==> src/rtl/core/sgv_pkg.sv <==
// Shared types, constants and tables for the sensor gain and reference update block.
package sgv_pkg;

    // Widths of the shared divider.
    localparam int unsigned DVD_W = 12;
    localparam int unsigned DSR_W = 8;
    localparam int unsigned STEP_W = $clog2(DVD_W);

    // Sensor index and reference codes.
    localparam int unsigned IDX_W = 7;
    localparam int unsigned ZONE_W = 3;
    localparam logic [IDX_W-1:0] INDEX_MIN = 7'h0c;
    localparam logic [IDX_W-1:0] INDEX_MAX = 7'h7f;
    localparam logic [IDX_W-1:0] REF_RESET = 7'h0c;
    localparam logic [ZONE_W-1:0] ZONE_RESET = 3'd0;

    // Dark level handling.
    localparam logic [15:0] DARK_LIMIT = 16'h0fff;
    localparam logic [DVD_W-1:0] GAIN_DIVIDEND = 12'd128;

    // Sensor register addresses and fixed data.
    localparam logic [15:0] GAIN_HI_ADDR = 16'h00bc;
    localparam logic [15:0] GAIN_LO_ADDR = 16'h00bd;
    localparam logic [15:0] INDEX_ADDR = 16'h00b1;
    localparam logic [15:0] COMMIT_ADDR = 16'h001d;
    localparam logic [7:0] COMMIT_DATA = 8'h02;

    // Mode register set, written in this order.
    localparam int unsigned MODE_COUNT = 8;
    localparam logic [15:0] MODE_ADDR [MODE_COUNT] = '{
        16'h002b, 16'h0030, 16'h0034, 16'h004d, 16'h004f, 16'h0061, 16'h0067, 16'h0068
    };
    localparam logic [7:0] MODE_MATCH [MODE_COUNT] = '{
        8'h10, 8'h01, 8'h01, 8'h03, 8'h0c, 8'h02, 8'h00, 8'h80
    };
    localparam logic [7:0] MODE_OTHER [MODE_COUNT] = '{
        8'h30, 8'h00, 8'h00, 8'h00, 8'h09, 8'h04, 8'h01, 8'h90
    };

    // Dark zone hysteresis table, scanned in order, first hit wins.
    typedef struct packed {
        logic [ZONE_W-1:0] zone;
        logic [DVD_W-1:0]  lo;
        logic [DVD_W-1:0]  hi;
        logic [IDX_W-1:0]  ref_idx;
    } zone_entry_t;

    localparam int unsigned ZONE_COUNT = 5;
    localparam zone_entry_t ZONE_TAB [ZONE_COUNT] = '{
        '{zone: 3'd5, lo: 12'd263, hi: 12'd267, ref_idx: 7'h22},
        '{zone: 3'd4, lo: 12'd216, hi: 12'd220, ref_idx: 7'h1c},
        '{zone: 3'd3, lo: 12'd176, hi: 12'd180, ref_idx: 7'h17},
        '{zone: 3'd2, lo: 12'd130, hi: 12'd134, ref_idx: 7'h12},
        '{zone: 3'd1, lo: 12'd113, hi: 12'd117, ref_idx: 7'h10}
    };
    localparam logic [DVD_W-1:0] ZONE_FLOOR = ZONE_TAB[ZONE_COUNT-1].lo;

    // Request to and result from the shared divider.
    typedef struct packed {
        logic             start;
        logic [DVD_W-1:0] dividend;
        logic [DSR_W-1:0] divisor;
    } div_req_t;

    typedef struct packed {
        logic             done;
        logic [DVD_W-1:0] quotient;
    } div_rsp_t;

endpackage

==> src/rtl/core/sgv_divider.sv <==
// Shared restoring divider, one quotient bit per cycle.
module sgv_divider (
    input  logic              aclk,
    input  logic              aresetn,
    input  sgv_pkg::div_req_t req,
    output sgv_pkg::div_rsp_t rsp
);
    import sgv_pkg::*;

    logic [DSR_W-1:0]  rem_reg, rem_next;
    logic [DVD_W-1:0]  quo_reg, quo_next;
    logic [DSR_W-1:0]  dsr_reg, dsr_next;
    logic [STEP_W-1:0] cnt_reg, cnt_next;
    logic              busy_reg, busy_next;
    logic              done_reg, done_next;

    logic [DSR_W:0]    shifted;
    logic              fits;

    // Trial subtraction of the divisor from the shifted partial remainder.
    assign shifted = {rem_reg, quo_reg[DVD_W-1]};
    assign fits    = shifted >= {1'b0, dsr_reg};

    always_comb begin
        rem_next  = rem_reg;
        quo_next  = quo_reg;
        dsr_next  = dsr_reg;
        cnt_next  = cnt_reg;
        busy_next = busy_reg;
        done_next = 1'b0;
        if (req.start) begin
            rem_next  = '0;
            quo_next  = req.dividend;
            dsr_next  = req.divisor;
            cnt_next  = STEP_W'(DVD_W - 1);
            busy_next = 1'b1;
        end else if (busy_reg) begin
            rem_next = fits ? DSR_W'(shifted - {1'b0, dsr_reg}) : shifted[DSR_W-1:0];
            quo_next = {quo_reg[DVD_W-2:0], fits};
            cnt_next = cnt_reg - STEP_W'(1);
            if (cnt_reg == '0) begin
                busy_next = 1'b0;
                done_next = 1'b1;
            end
        end
    end

    // Control state is reset; the datapath registers are not.
    always_ff @(posedge aclk) begin
        if (!aresetn) begin
            busy_reg <= 1'b0;
            done_reg <= 1'b0;
        end else begin
            busy_reg <= busy_next;
            done_reg <= done_next;
        end
        rem_reg <= rem_next;
        quo_reg <= quo_next;
        dsr_reg <= dsr_next;
        cnt_reg <= cnt_next;
    end

    assign rsp.done     = done_reg;
    assign rsp.quotient = quo_reg;

    // A new division is never requested while one is running.
    a_no_start_busy: assert property (@(posedge aclk) disable iff (!aresetn)
        busy_reg |-> !req.start)
        else $error("divider started while busy");

    // The done pulse never overlaps a running division.
    a_done_idle: assert property (@(posedge aclk) disable iff (!aresetn)
        done_reg |-> !busy_reg)
        else $error("divider done while busy");

    // Every finished division raises done.
    a_fell_done: assert property (@(posedge aclk) disable iff (!aresetn)
        $fell(busy_reg) && !$past(req.start) |-> done_reg)
        else $error("divider finished without done");

endmodule

==> src/rtl/core/sgv_zone.sv <==
// Dark zone tracker with a five-entry hysteresis table.
module sgv_zone (
    input  logic                          aclk,
    input  logic                          aresetn,
    input  logic                          update,
    input  logic [sgv_pkg::DVD_W-1:0]     level,
    output logic [sgv_pkg::IDX_W-1:0]     reference_index
);
    import sgv_pkg::*;

    logic [ZONE_W-1:0] dark_zone_reg, dark_zone_next;
    logic [IDX_W-1:0]  reference_index_reg, reference_index_next;
    logic              hit;

    // Low levels drop to zone zero; otherwise the first qualifying entry is taken.
    always_comb begin
        dark_zone_next       = dark_zone_reg;
        reference_index_next = reference_index_reg;
        hit                  = 1'b0;
        if (update) begin
            if (level < ZONE_FLOOR) begin
                dark_zone_next       = ZONE_RESET;
                reference_index_next = REF_RESET;
            end else begin
                for (int i = 0; i < ZONE_COUNT; i++) begin
                    if (!hit &&
                        ((dark_zone_reg < ZONE_TAB[i].zone && level > ZONE_TAB[i].hi) ||
                         (dark_zone_reg > ZONE_TAB[i].zone && level < ZONE_TAB[i].lo))) begin
                        hit                  = 1'b1;
                        dark_zone_next       = ZONE_TAB[i].zone;
                        reference_index_next = ZONE_TAB[i].ref_idx;
                    end
                end
            end
        end
    end

    always_ff @(posedge aclk) begin
        if (!aresetn) begin
            dark_zone_reg       <= ZONE_RESET;
            reference_index_reg <= REF_RESET;
        end else begin
            dark_zone_reg       <= dark_zone_next;
            reference_index_reg <= reference_index_next;
        end
    end

    assign reference_index = reference_index_reg;

    // Zone zero always pairs with the base reference.
    a_zone0_ref: assert property (@(posedge aclk) disable iff (!aresetn)
        dark_zone_reg == ZONE_RESET |-> reference_index_reg == REF_RESET)
        else $error("zone zero with wrong reference");

    // The zone never leaves the table's range.
    a_zone_range: assert property (@(posedge aclk) disable iff (!aresetn)
        dark_zone_reg <= ZONE_TAB[0].zone)
        else $error("dark zone out of range");

    // Without an update the zone holds.
    a_zone_hold: assert property (@(posedge aclk) disable iff (!aresetn)
        !update |=> $stable(dark_zone_reg))
        else $error("dark zone changed without update");

endmodule

==> src/rtl/core/sensor_gain_vref_update.sv <==
// Top level: update sequencer, shared divider, zone tracker and write output register.
//
//  channel | direction | handshake          | beat contents
//  s_      | in        | s_valid / s_ready  | exposure, gain index, digital gain, dark level
//  m_      | out       | m_valid / m_ready  | write_addr, write_data, last_write
//  cfg_    | in        | cfg_valid/cfg_ready| exposure register address (16 bits)
//
// An item first runs the shared divider twice (divisor 128/(previous index+1), then the
// scaled dark level), then emits its writes one per cycle into the output register while
// m_ready allows.
// Reset is synchronous: zone 0, reference 0x0c, previous index 0, address 0.
// A low m_ready holds the write sequence; the next item is taken as soon as the last
// write of the current one sits in the output register.
module sensor_gain_vref_update (
    input  logic        aclk,
    input  logic        aresetn,
    input  logic        cfg_valid,
    output logic        cfg_ready,
    input  logic [15:0] cfg_data,
    input  logic        s_valid,
    output logic        s_ready,
    input  logic        s_exposure_valid,
    input  logic [15:0] s_exposure_lines,
    input  logic        s_gain_valid,
    input  logic [7:0]  s_analog_gain_index,
    input  logic [11:0] s_digital_gain,
    input  logic [15:0] s_dark_level,
    output logic        m_valid,
    input  logic        m_ready,
    output logic [15:0] m_write_addr,
    output logic [7:0]  m_write_data,
    output logic        m_last_write
);
    import sgv_pkg::*;

    // Write slots in output order.
    localparam logic [3:0] SLOT_EXP_HI = 4'd0;
    localparam logic [3:0] SLOT_EXP_LO = 4'd1;
    localparam logic [3:0] SLOT_MODE_FIRST = 4'd2;
    localparam logic [3:0] SLOT_GAIN_HI = 4'd10;
    localparam logic [3:0] SLOT_GAIN_LO = 4'd11;
    localparam logic [3:0] SLOT_INDEX = 4'd12;
    localparam logic [3:0] SLOT_COMMIT = 4'd13;

    typedef enum logic [1:0] {
        ST_IDLE,
        ST_DIV_GAIN,
        ST_DIV_DARK,
        ST_EMIT
    } state_t;

    state_t             state_reg, state_next;
    logic [15:0]        exp_addr_reg, exp_addr_next;
    logic               exp_valid_reg, exp_valid_next;
    logic [15:0]        exp_lines_reg, exp_lines_next;
    logic               gain_valid_reg, gain_valid_next;
    logic [11:0]        dgain_reg, dgain_next;
    logic [IDX_W-1:0]   index_reg, index_next;
    logic [IDX_W-1:0]   prev_index_reg, prev_index_next;
    logic [DVD_W-1:0]   dark_reg, dark_next;
    logic [3:0]         slot_reg, slot_next;
    logic               m_valid_reg, m_valid_next;
    logic [15:0]        m_addr_reg, m_addr_next;
    logic [7:0]         m_data_reg, m_data_next;
    logic               m_last_reg, m_last_next;

    div_req_t           div_req;
    div_rsp_t           div_rsp;
    logic               zone_update;
    logic [IDX_W-1:0]   reference_index;
    logic               accept;
    logic               out_load;
    logic [IDX_W-1:0]   index_raw;
    logic [2:0]         mode_sel;
    logic               ref_match;
    logic [15:0]        slot_addr;
    logic [7:0]         slot_data;
    logic [3:0]         slot_after;
    logic [3:0]         slot_first;

    sgv_divider u_divider (
        .aclk    (aclk),
        .aresetn (aresetn),
        .req     (div_req),
        .rsp     (div_rsp)
    );

    sgv_zone u_zone (
        .aclk            (aclk),
        .aresetn         (aresetn),
        .update          (zone_update),
        .level           (div_rsp.quotient),
        .reference_index (reference_index)
    );

    assign accept      = s_valid && s_ready;
    assign out_load    = !m_valid_reg || m_ready;
    assign zone_update = (state_reg == ST_DIV_DARK) && div_rsp.done;

    // Analog index: 127 minus the gain step, or 127 for steps from 128 up, then clamped from below.
    always_comb begin
        index_raw = s_analog_gain_index[7] ? INDEX_MAX
                                           : INDEX_MAX - s_analog_gain_index[IDX_W-1:0];
        if (index_raw < INDEX_MIN) begin
            index_raw = INDEX_MIN;
        end
    end

    // Divider requests: first the divisor from the previous index, then the dark level.
    always_comb begin
        div_req.start    = 1'b0;
        div_req.dividend = GAIN_DIVIDEND;
        div_req.divisor  = {1'b0, prev_index_reg} + DSR_W'(1);
        if (accept) begin
            div_req.start = 1'b1;
        end else if (state_reg == ST_DIV_GAIN && div_rsp.done) begin
            div_req.start    = 1'b1;
            div_req.dividend = dark_reg;
            div_req.divisor  = div_rsp.quotient[DSR_W-1:0];
        end
    end

    // Address and data of the current write slot.
    assign mode_sel  = 3'(slot_reg - SLOT_MODE_FIRST);
    assign ref_match = index_reg == reference_index;

    always_comb begin
        case (slot_reg)
            SLOT_EXP_HI: begin
                slot_addr = exp_addr_reg;
                slot_data = exp_lines_reg[15:8];
            end
            SLOT_EXP_LO: begin
                slot_addr = exp_addr_reg + 16'd1;
                slot_data = exp_lines_reg[7:0];
            end
            SLOT_GAIN_HI: begin
                slot_addr = GAIN_HI_ADDR;
                slot_data = {4'b0000, dgain_reg[11:8]};
            end
            SLOT_GAIN_LO: begin
                slot_addr = GAIN_LO_ADDR;
                slot_data = dgain_reg[7:0];
            end
            SLOT_INDEX: begin
                slot_addr = INDEX_ADDR;
                slot_data = {1'b0, index_reg};
            end
            SLOT_COMMIT: begin
                slot_addr = COMMIT_ADDR;
                slot_data = COMMIT_DATA;
            end
            default: begin
                slot_addr = MODE_ADDR[mode_sel];
                slot_data = ref_match ? MODE_MATCH[mode_sel] : MODE_OTHER[mode_sel];
            end
        endcase
    end

    // Slot sequencing skips the groups that this item does not write.
    always_comb begin
        slot_first = exp_valid_reg ? SLOT_EXP_HI
                                   : (gain_valid_reg ? SLOT_MODE_FIRST : SLOT_COMMIT);
        case (slot_reg)
            SLOT_EXP_LO: slot_after = gain_valid_reg ? SLOT_MODE_FIRST : SLOT_COMMIT;
            default:     slot_after = slot_reg + 4'd1;
        endcase
    end

    // Sequencer next state.
    always_comb begin
        state_next      = state_reg;
        exp_addr_next   = exp_addr_reg;
        exp_valid_next  = exp_valid_reg;
        exp_lines_next  = exp_lines_reg;
        gain_valid_next = gain_valid_reg;
        dgain_next      = dgain_reg;
        index_next      = index_reg;
        prev_index_next = prev_index_reg;
        dark_next       = dark_reg;
        slot_next       = slot_reg;
        m_valid_next    = m_valid_reg && !m_ready;
        m_addr_next     = m_addr_reg;
        m_data_next     = m_data_reg;
        m_last_next     = m_last_reg;

        if (cfg_valid && cfg_ready) begin
            exp_addr_next = cfg_data;
        end

        case (state_reg)
            ST_IDLE: begin
                if (accept) begin
                    exp_valid_next  = s_exposure_valid;
                    exp_lines_next  = s_exposure_lines;
                    gain_valid_next = s_gain_valid;
                    dgain_next      = s_digital_gain;
                    index_next      = index_raw;
                    dark_next       = (s_dark_level > DARK_LIMIT) ? '0
                                                                 : s_dark_level[DVD_W-1:0];
                    if (s_gain_valid) begin
                        prev_index_next = index_raw;
                    end
                    state_next = ST_DIV_GAIN;
                end
            end
            ST_DIV_GAIN: begin
                if (div_rsp.done) begin
                    state_next = ST_DIV_DARK;
                end
            end
            ST_DIV_DARK: begin
                if (div_rsp.done) begin
                    slot_next  = slot_first;
                    state_next = (exp_valid_reg || gain_valid_reg) ? ST_EMIT : ST_IDLE;
                end
            end
            ST_EMIT: begin
                if (out_load) begin
                    m_valid_next = 1'b1;
                    m_addr_next  = slot_addr;
                    m_data_next  = slot_data;
                    m_last_next  = slot_reg == SLOT_COMMIT;
                    slot_next    = slot_after;
                    if (slot_reg == SLOT_COMMIT) begin
                        state_next = ST_IDLE;
                    end
                end
            end
            default: begin
                state_next = ST_IDLE;
            end
        endcase
    end

    // State and registered outputs.
    always_ff @(posedge aclk) begin
        if (!aresetn) begin
            state_reg      <= ST_IDLE;
            exp_addr_reg   <= '0;
            prev_index_reg <= '0;
            m_valid_reg    <= 1'b0;
        end else begin
            state_reg      <= state_next;
            exp_addr_reg   <= exp_addr_next;
            prev_index_reg <= prev_index_next;
            m_valid_reg    <= m_valid_next;
        end
        exp_valid_reg  <= exp_valid_next;
        exp_lines_reg  <= exp_lines_next;
        gain_valid_reg <= gain_valid_next;
        dgain_reg      <= dgain_next;
        index_reg      <= index_next;
        dark_reg       <= dark_next;
        slot_reg       <= slot_next;
        m_addr_reg     <= m_addr_next;
        m_data_reg     <= m_data_next;
        m_last_reg     <= m_last_next;
    end

    assign cfg_ready    = 1'b1;
    assign s_ready      = state_reg == ST_IDLE;
    assign m_valid      = m_valid_reg;
    assign m_write_addr = m_addr_reg;
    assign m_write_data = m_data_reg;
    assign m_last_write = m_last_reg;

    // An accepted item keeps the block busy for at least the next cycle.
    a_busy_after_accept: assert property (@(posedge aclk) disable iff (!aresetn)
        accept |=> !s_ready)
        else $error("input accepted twice in a row");

    // Writes are only produced while the sequencer is emitting.
    a_load_in_emit: assert property (@(posedge aclk) disable iff (!aresetn)
        state_reg != ST_EMIT && !m_valid_reg |=> !m_valid_reg)
        else $error("write produced outside the emit phase");

    // The closing write of an item is always the commit.
    a_last_is_commit: assert property (@(posedge aclk) disable iff (!aresetn)
        m_valid_reg && m_last_reg |-> m_addr_reg == COMMIT_ADDR)
        else $error("last write is not the commit");

endmodule
==> config.mk <==
export PLATFORM = sky130hd
export DESIGN_NAME = sensor_gain_vref_update
export DESIGN_NICKNAME = d
export VERILOG_FILES = /design/src/rtl/core/sgv_pkg.sv /design/src/rtl/core/sgv_divider.sv /design/src/rtl/core/sgv_zone.sv /design/src/rtl/core/sensor_gain_vref_update.sv
export SDC_FILE = /design/constraint.sdc
export NUM_CORES = 1
export LEC_CHECK = 0
export ABC_AREA = 1
export BUFFER_PORTS_ARGS = -buffer_cell sky130_fd_sc_hd__buf_2
export CAP_MARGIN = 10
export CORE_UTILIZATION = 25
export CTS_CLUSTER_DIAMETER = 50
export DETAILED_ROUTE_END_ITERATION = 8
export GPL_ROUTABILITY_DRIVEN = 0
export GPL_TIMING_DRIVEN = 0
export SLEW_MARGIN = 20
export SYNTH_ARGS = -nofsm -noshare
export SYNTH_HDL_FRONTEND = slang
export SYNTH_SLANG_ARGS = --single-unit
==> constraint.sdc <==
create_clock -name aclk -period 2.4 [get_ports aclk]
set_input_delay 0.48 -clock aclk [delete_from_list [all_inputs] [get_ports aclk]]
set_output_delay 0.48 -clock aclk [all_outputs]
set_load 0.05 [all_outputs]
==> run_results.csv <==
group,metric,value,unit
detailed_routing,ant_nets,0,
critical_path,worstPathArrival,2.45,ns
grt,antenna_found_initial,1,
detailed_routing,drc_errors,0,
logic_synthesis,avgSynthCellArea,9.016,µm²
logic_synthesis,synth_seq_area_share,53.27,%
logic_synthesis,synth_flop_cell,"edfxtp_1",
detailed_routing,vias,6125,
min_path,hp-start,"s_digital_gain[11]",
finish,post-route-util,31.63,%
critical_path,r2r_setup_slack,0.10,ns
timing,final-setup-viol-count,0,
place,pre_cts_ws,-0.5654,ns
critical_path,crit_path_max_fanout,10,
finish,final_nets,1043,
floorplan,num_io_pins,103,
clock_network,cts_sinks,147,
clock_network,root_buffer,"clkbuf_16",
finish,area_growth_syn_to_layout,23.93,%
grt,overflow,0,
detailed_routing,dr.pass1.iters,5,
logic_synthesis,synthArstFlopShare,0,%
logic_synthesis,ys_seq_elements,147,
floorplan,fp.dieH,173.7,µm
clock_network,clkTransAtPathRegs,0.07,ns
timing,relSlewSlack,58.45,%
min_path,hold_depth,1,
critical_path,crit_type,"flop to flop",
grt,grt_pass1_vias,5802,
floorplan,row_count,62,
timing,finClkSkew,0.01010,ns
floorplan,die_w,173.7,µm
timing,finalWorstSetupSlack,0.1024,ns
run_status,run_status,"complete, no violations",
detailed_routing,wl_per_cell,14.07,µm
pwr,pwr_density_cell,883.5,mW/mm²
place,io_buffers,101,
critical_path,cp-start-kind,"flop",
logic_synthesis,syn_nets,910,
critical_path,timing.rr.start,"slot_reg[0]",
logic_synthesis,ys_warn_count,0,
detailed_routing,drt_iter0_drc,430,
place,dpl.cell_count,1303,
floorplan,die_area,0.03015,mm²
clock_network,tritoncts,"done",
floorplan,initial_utilization,25.52,%
timing,post-route-period-util,95.73,%
clock_network,ctsHoldBuffers,0,
place,dp_hpwl,14080,µm
logic_synthesis,synth.distinct_cells,58,
clock_network,clockBufferDepth,2,
critical_path,rr_worst_depth,7,
pwr,irDropWorstVdd,528.0,µV
finish,design_area,0.009129,mm²
detailed_routing,drt_wl_total,18970,µm
critical_path,slowest_delay,0.49,ns
min_path,hold_path_class,"input pin to flop",
finish,drive_gt1_share,23.26,%
clock_network,numCtsBuffers,17,
critical_path,critPathRequiredTime,2.55,ns
critical_path,reg2reg_to,"m_write_addr[2]",
critical_path,cp_cell_sequence,"buf_4 -> ha_2 -> nand2_1 -> clkinv_1 -> clkbuf_1 -> nand3b_1 -> nand3_1",
clock_network,htreeDepth,4,
timing,drv_slew,0,
grt,gr-usage-all-layers,12.75,%
clock_network,clock_latency,0.42,ns
timing,fmax,0.4352,GHz
logic_synthesis,synth_edf_count,98,
timing,hold_violations,0,
detailed_routing,via_per_inst,4.544,
flow_run,max-cap-violations,0,
critical_path,end_kind,"flop",
finish,stdcell_count,1348,
grt,grt_max_degree,26,
pwr,leakage,3.737,nW
logic_synthesis,syn_inst,817,
timing,min_period,2.298,ns
logic_synthesis,synth_area,0.007366,mm²
grt,grt_first_pass_wirelength,30040,µm
min_path,holdPathEnd,"dgain_reg[11]",
place,place_area,0.008386,mm²
timing,tightest_slew,0.6199,ns
floorplan,core,0.02886,mm²
critical_path,crit_path_top_delay_cell,"edfxtp_1",
layer usage:
| layer | global-route usage [%] | up-vias | share of wire [%] |
|---|---|---|---|
| met1 | 16.78 | 2905 | 47 |
| met3 | 2.654 | 16 | 4.6 |
| met4 | 4.349 | 0 | 1.2 |
| met2 | 20.75 | 158 | 47 |
| li1 | - | 3046 | - |
| met5 | 0 | - | 0 |
cells by family (layout without fill, tap and decap cells):
logic type | Yosys count | in the layout | share of synthesized area (%)
buffers and inverters | 125 | 271 | 6.642
AND/OR/NAND/NOR | 349 | 349 | 22.03
flip-flops | 147 | 147 | 53.27
adder cells (fa/ha/maj) | 18 | 18 | 3.159
AO/OA/AOI/OAI | 163 | 163 | 13.18
other | 1 | 2 | 0.05091
XOR/XNOR | 14 | 14 | 1.665
cells in the final DEF (no fill, tap or decap), types with 12 or more instances in the layout:
cell / n
a21oi_1: 38
buf_2: 102
buf_4: 12
clkbuf_16: 17
dfxtp_1: 49
edfxtp_1: 98
ha_1: 16
inv_1: 93
nand2_1: 151
nand3_1: 39
nor2_1: 85
nor2_2: 22
o21ai_0: 67
metrics by stage:
step                hold WS [ns]  total power, W  setup TNS [ns]
global route              0.2068        0.008501        -0.03005
finish                    0.2259        0.008065               0
global placement          0.4651        0.005356          -19.83
floorplan                 0.4436        0.004838               0
CTS                       0.2086        0.008074               0
detailed placement        0.4677        0.005392          -5.994
area by class of cell:
type / instances / area (µm²)
fillers: 3053 / 19730
clock buffers: 18 / 429.2
flip-flops and latches: 147 / 3924
multi-input cells: 545 / 3025
repair inverters: 2 / 12.51
well taps: 384 / 480.5
plain buffers: 15 / 73.82
diodes: 1 / 2.502
repair buffers: 112 / 600.6
inverters: 110 / 430.4
clock inverters: 14 / 150.1
synthesized netlist by cell type (2+ instances only):
library cell  instances  area [µm²]
dfxtp_1              49       980.9
a211oi_1              3       22.52
o2111ai_1             2       17.52
o211ai_1             10       75.07
o221ai_1              2       17.52
nor4_1                2       12.51
nand3b_1              3       22.52
nor3_1                9       45.04
nand2_1             154       578.1
a21oi_1              40       200.2
nand2_2               8       50.05
xor2_1               11       96.34
nor2_2               21       131.4
nand4_1               6       37.54
nor2_1               88       330.3
nor3_2                2       20.02
inv_2                 7       26.28
ha_1                 17       212.7
a22oi_1               4       30.03
o21ai_0              68       340.3
edfxtp_1             98        2943
a22o_1                2       17.52
nand2_4               4       45.04
buf_4                 3       22.52
inv_1                97       364.1
a31oi_1               7       43.79
clkbuf_1             11       41.29
clkinv_1              4       15.01
nand3_2               3       30.03
o22ai_1               5       31.28
nand3_1              39       195.2
o32ai_1               2       17.52
a221oi_1              5       43.79
xnor2_1               3       26.28
o21ai_1               5       25.02
repair_timing:
action	4_1_cts	5_1_grt
pin swaps	1	2
endpoints found under the setup margin	28	38
buffers inserted	4	6
gates cloned	2	0
resized for setup	10	14
report_power, final:
group	switching, W	total [W]	internal (W)
Sequential	0.000269	0.00346	0.00319
Combinational	0.00133	0.00196	0.000631
Clock	0.00110	0.00264	0.00154
Total	0.00270	0.00807	0.00536
critical path, delay by kind of cell, from the launching register on:
| kind | cells | cell delay [ns] |
|---|---|---|
| adder cells (fa/ha/maj) | 1 | 0.18 |
| buffers and inverters | 3 | 0.90 |
| AND/OR/NAND/NOR | 3 | 0.45 |
| flip-flops | 1 | 0.49 |
worst max path at each step:
stage                  from              endpoint  slack (ns)  depth (start not counted)
2_1_floorplan  state_reg[0]     prev_index_reg[5]        0.02                          7
3_3_place_gp        m_ready      m_write_addr[12]       -0.60                          5
3_5_place_dp        s_valid     prev_index_reg[5]       -0.57                          7
4_1_cts        state_reg[0]  u_divider.quo_reg[7]        0.03                          5
5_1_grt         slot_reg[1]       m_write_data[1]       -0.02                         10
6_report        slot_reg[0]       m_write_addr[2]        0.10                          7
(Power assumes the default switching activity.)
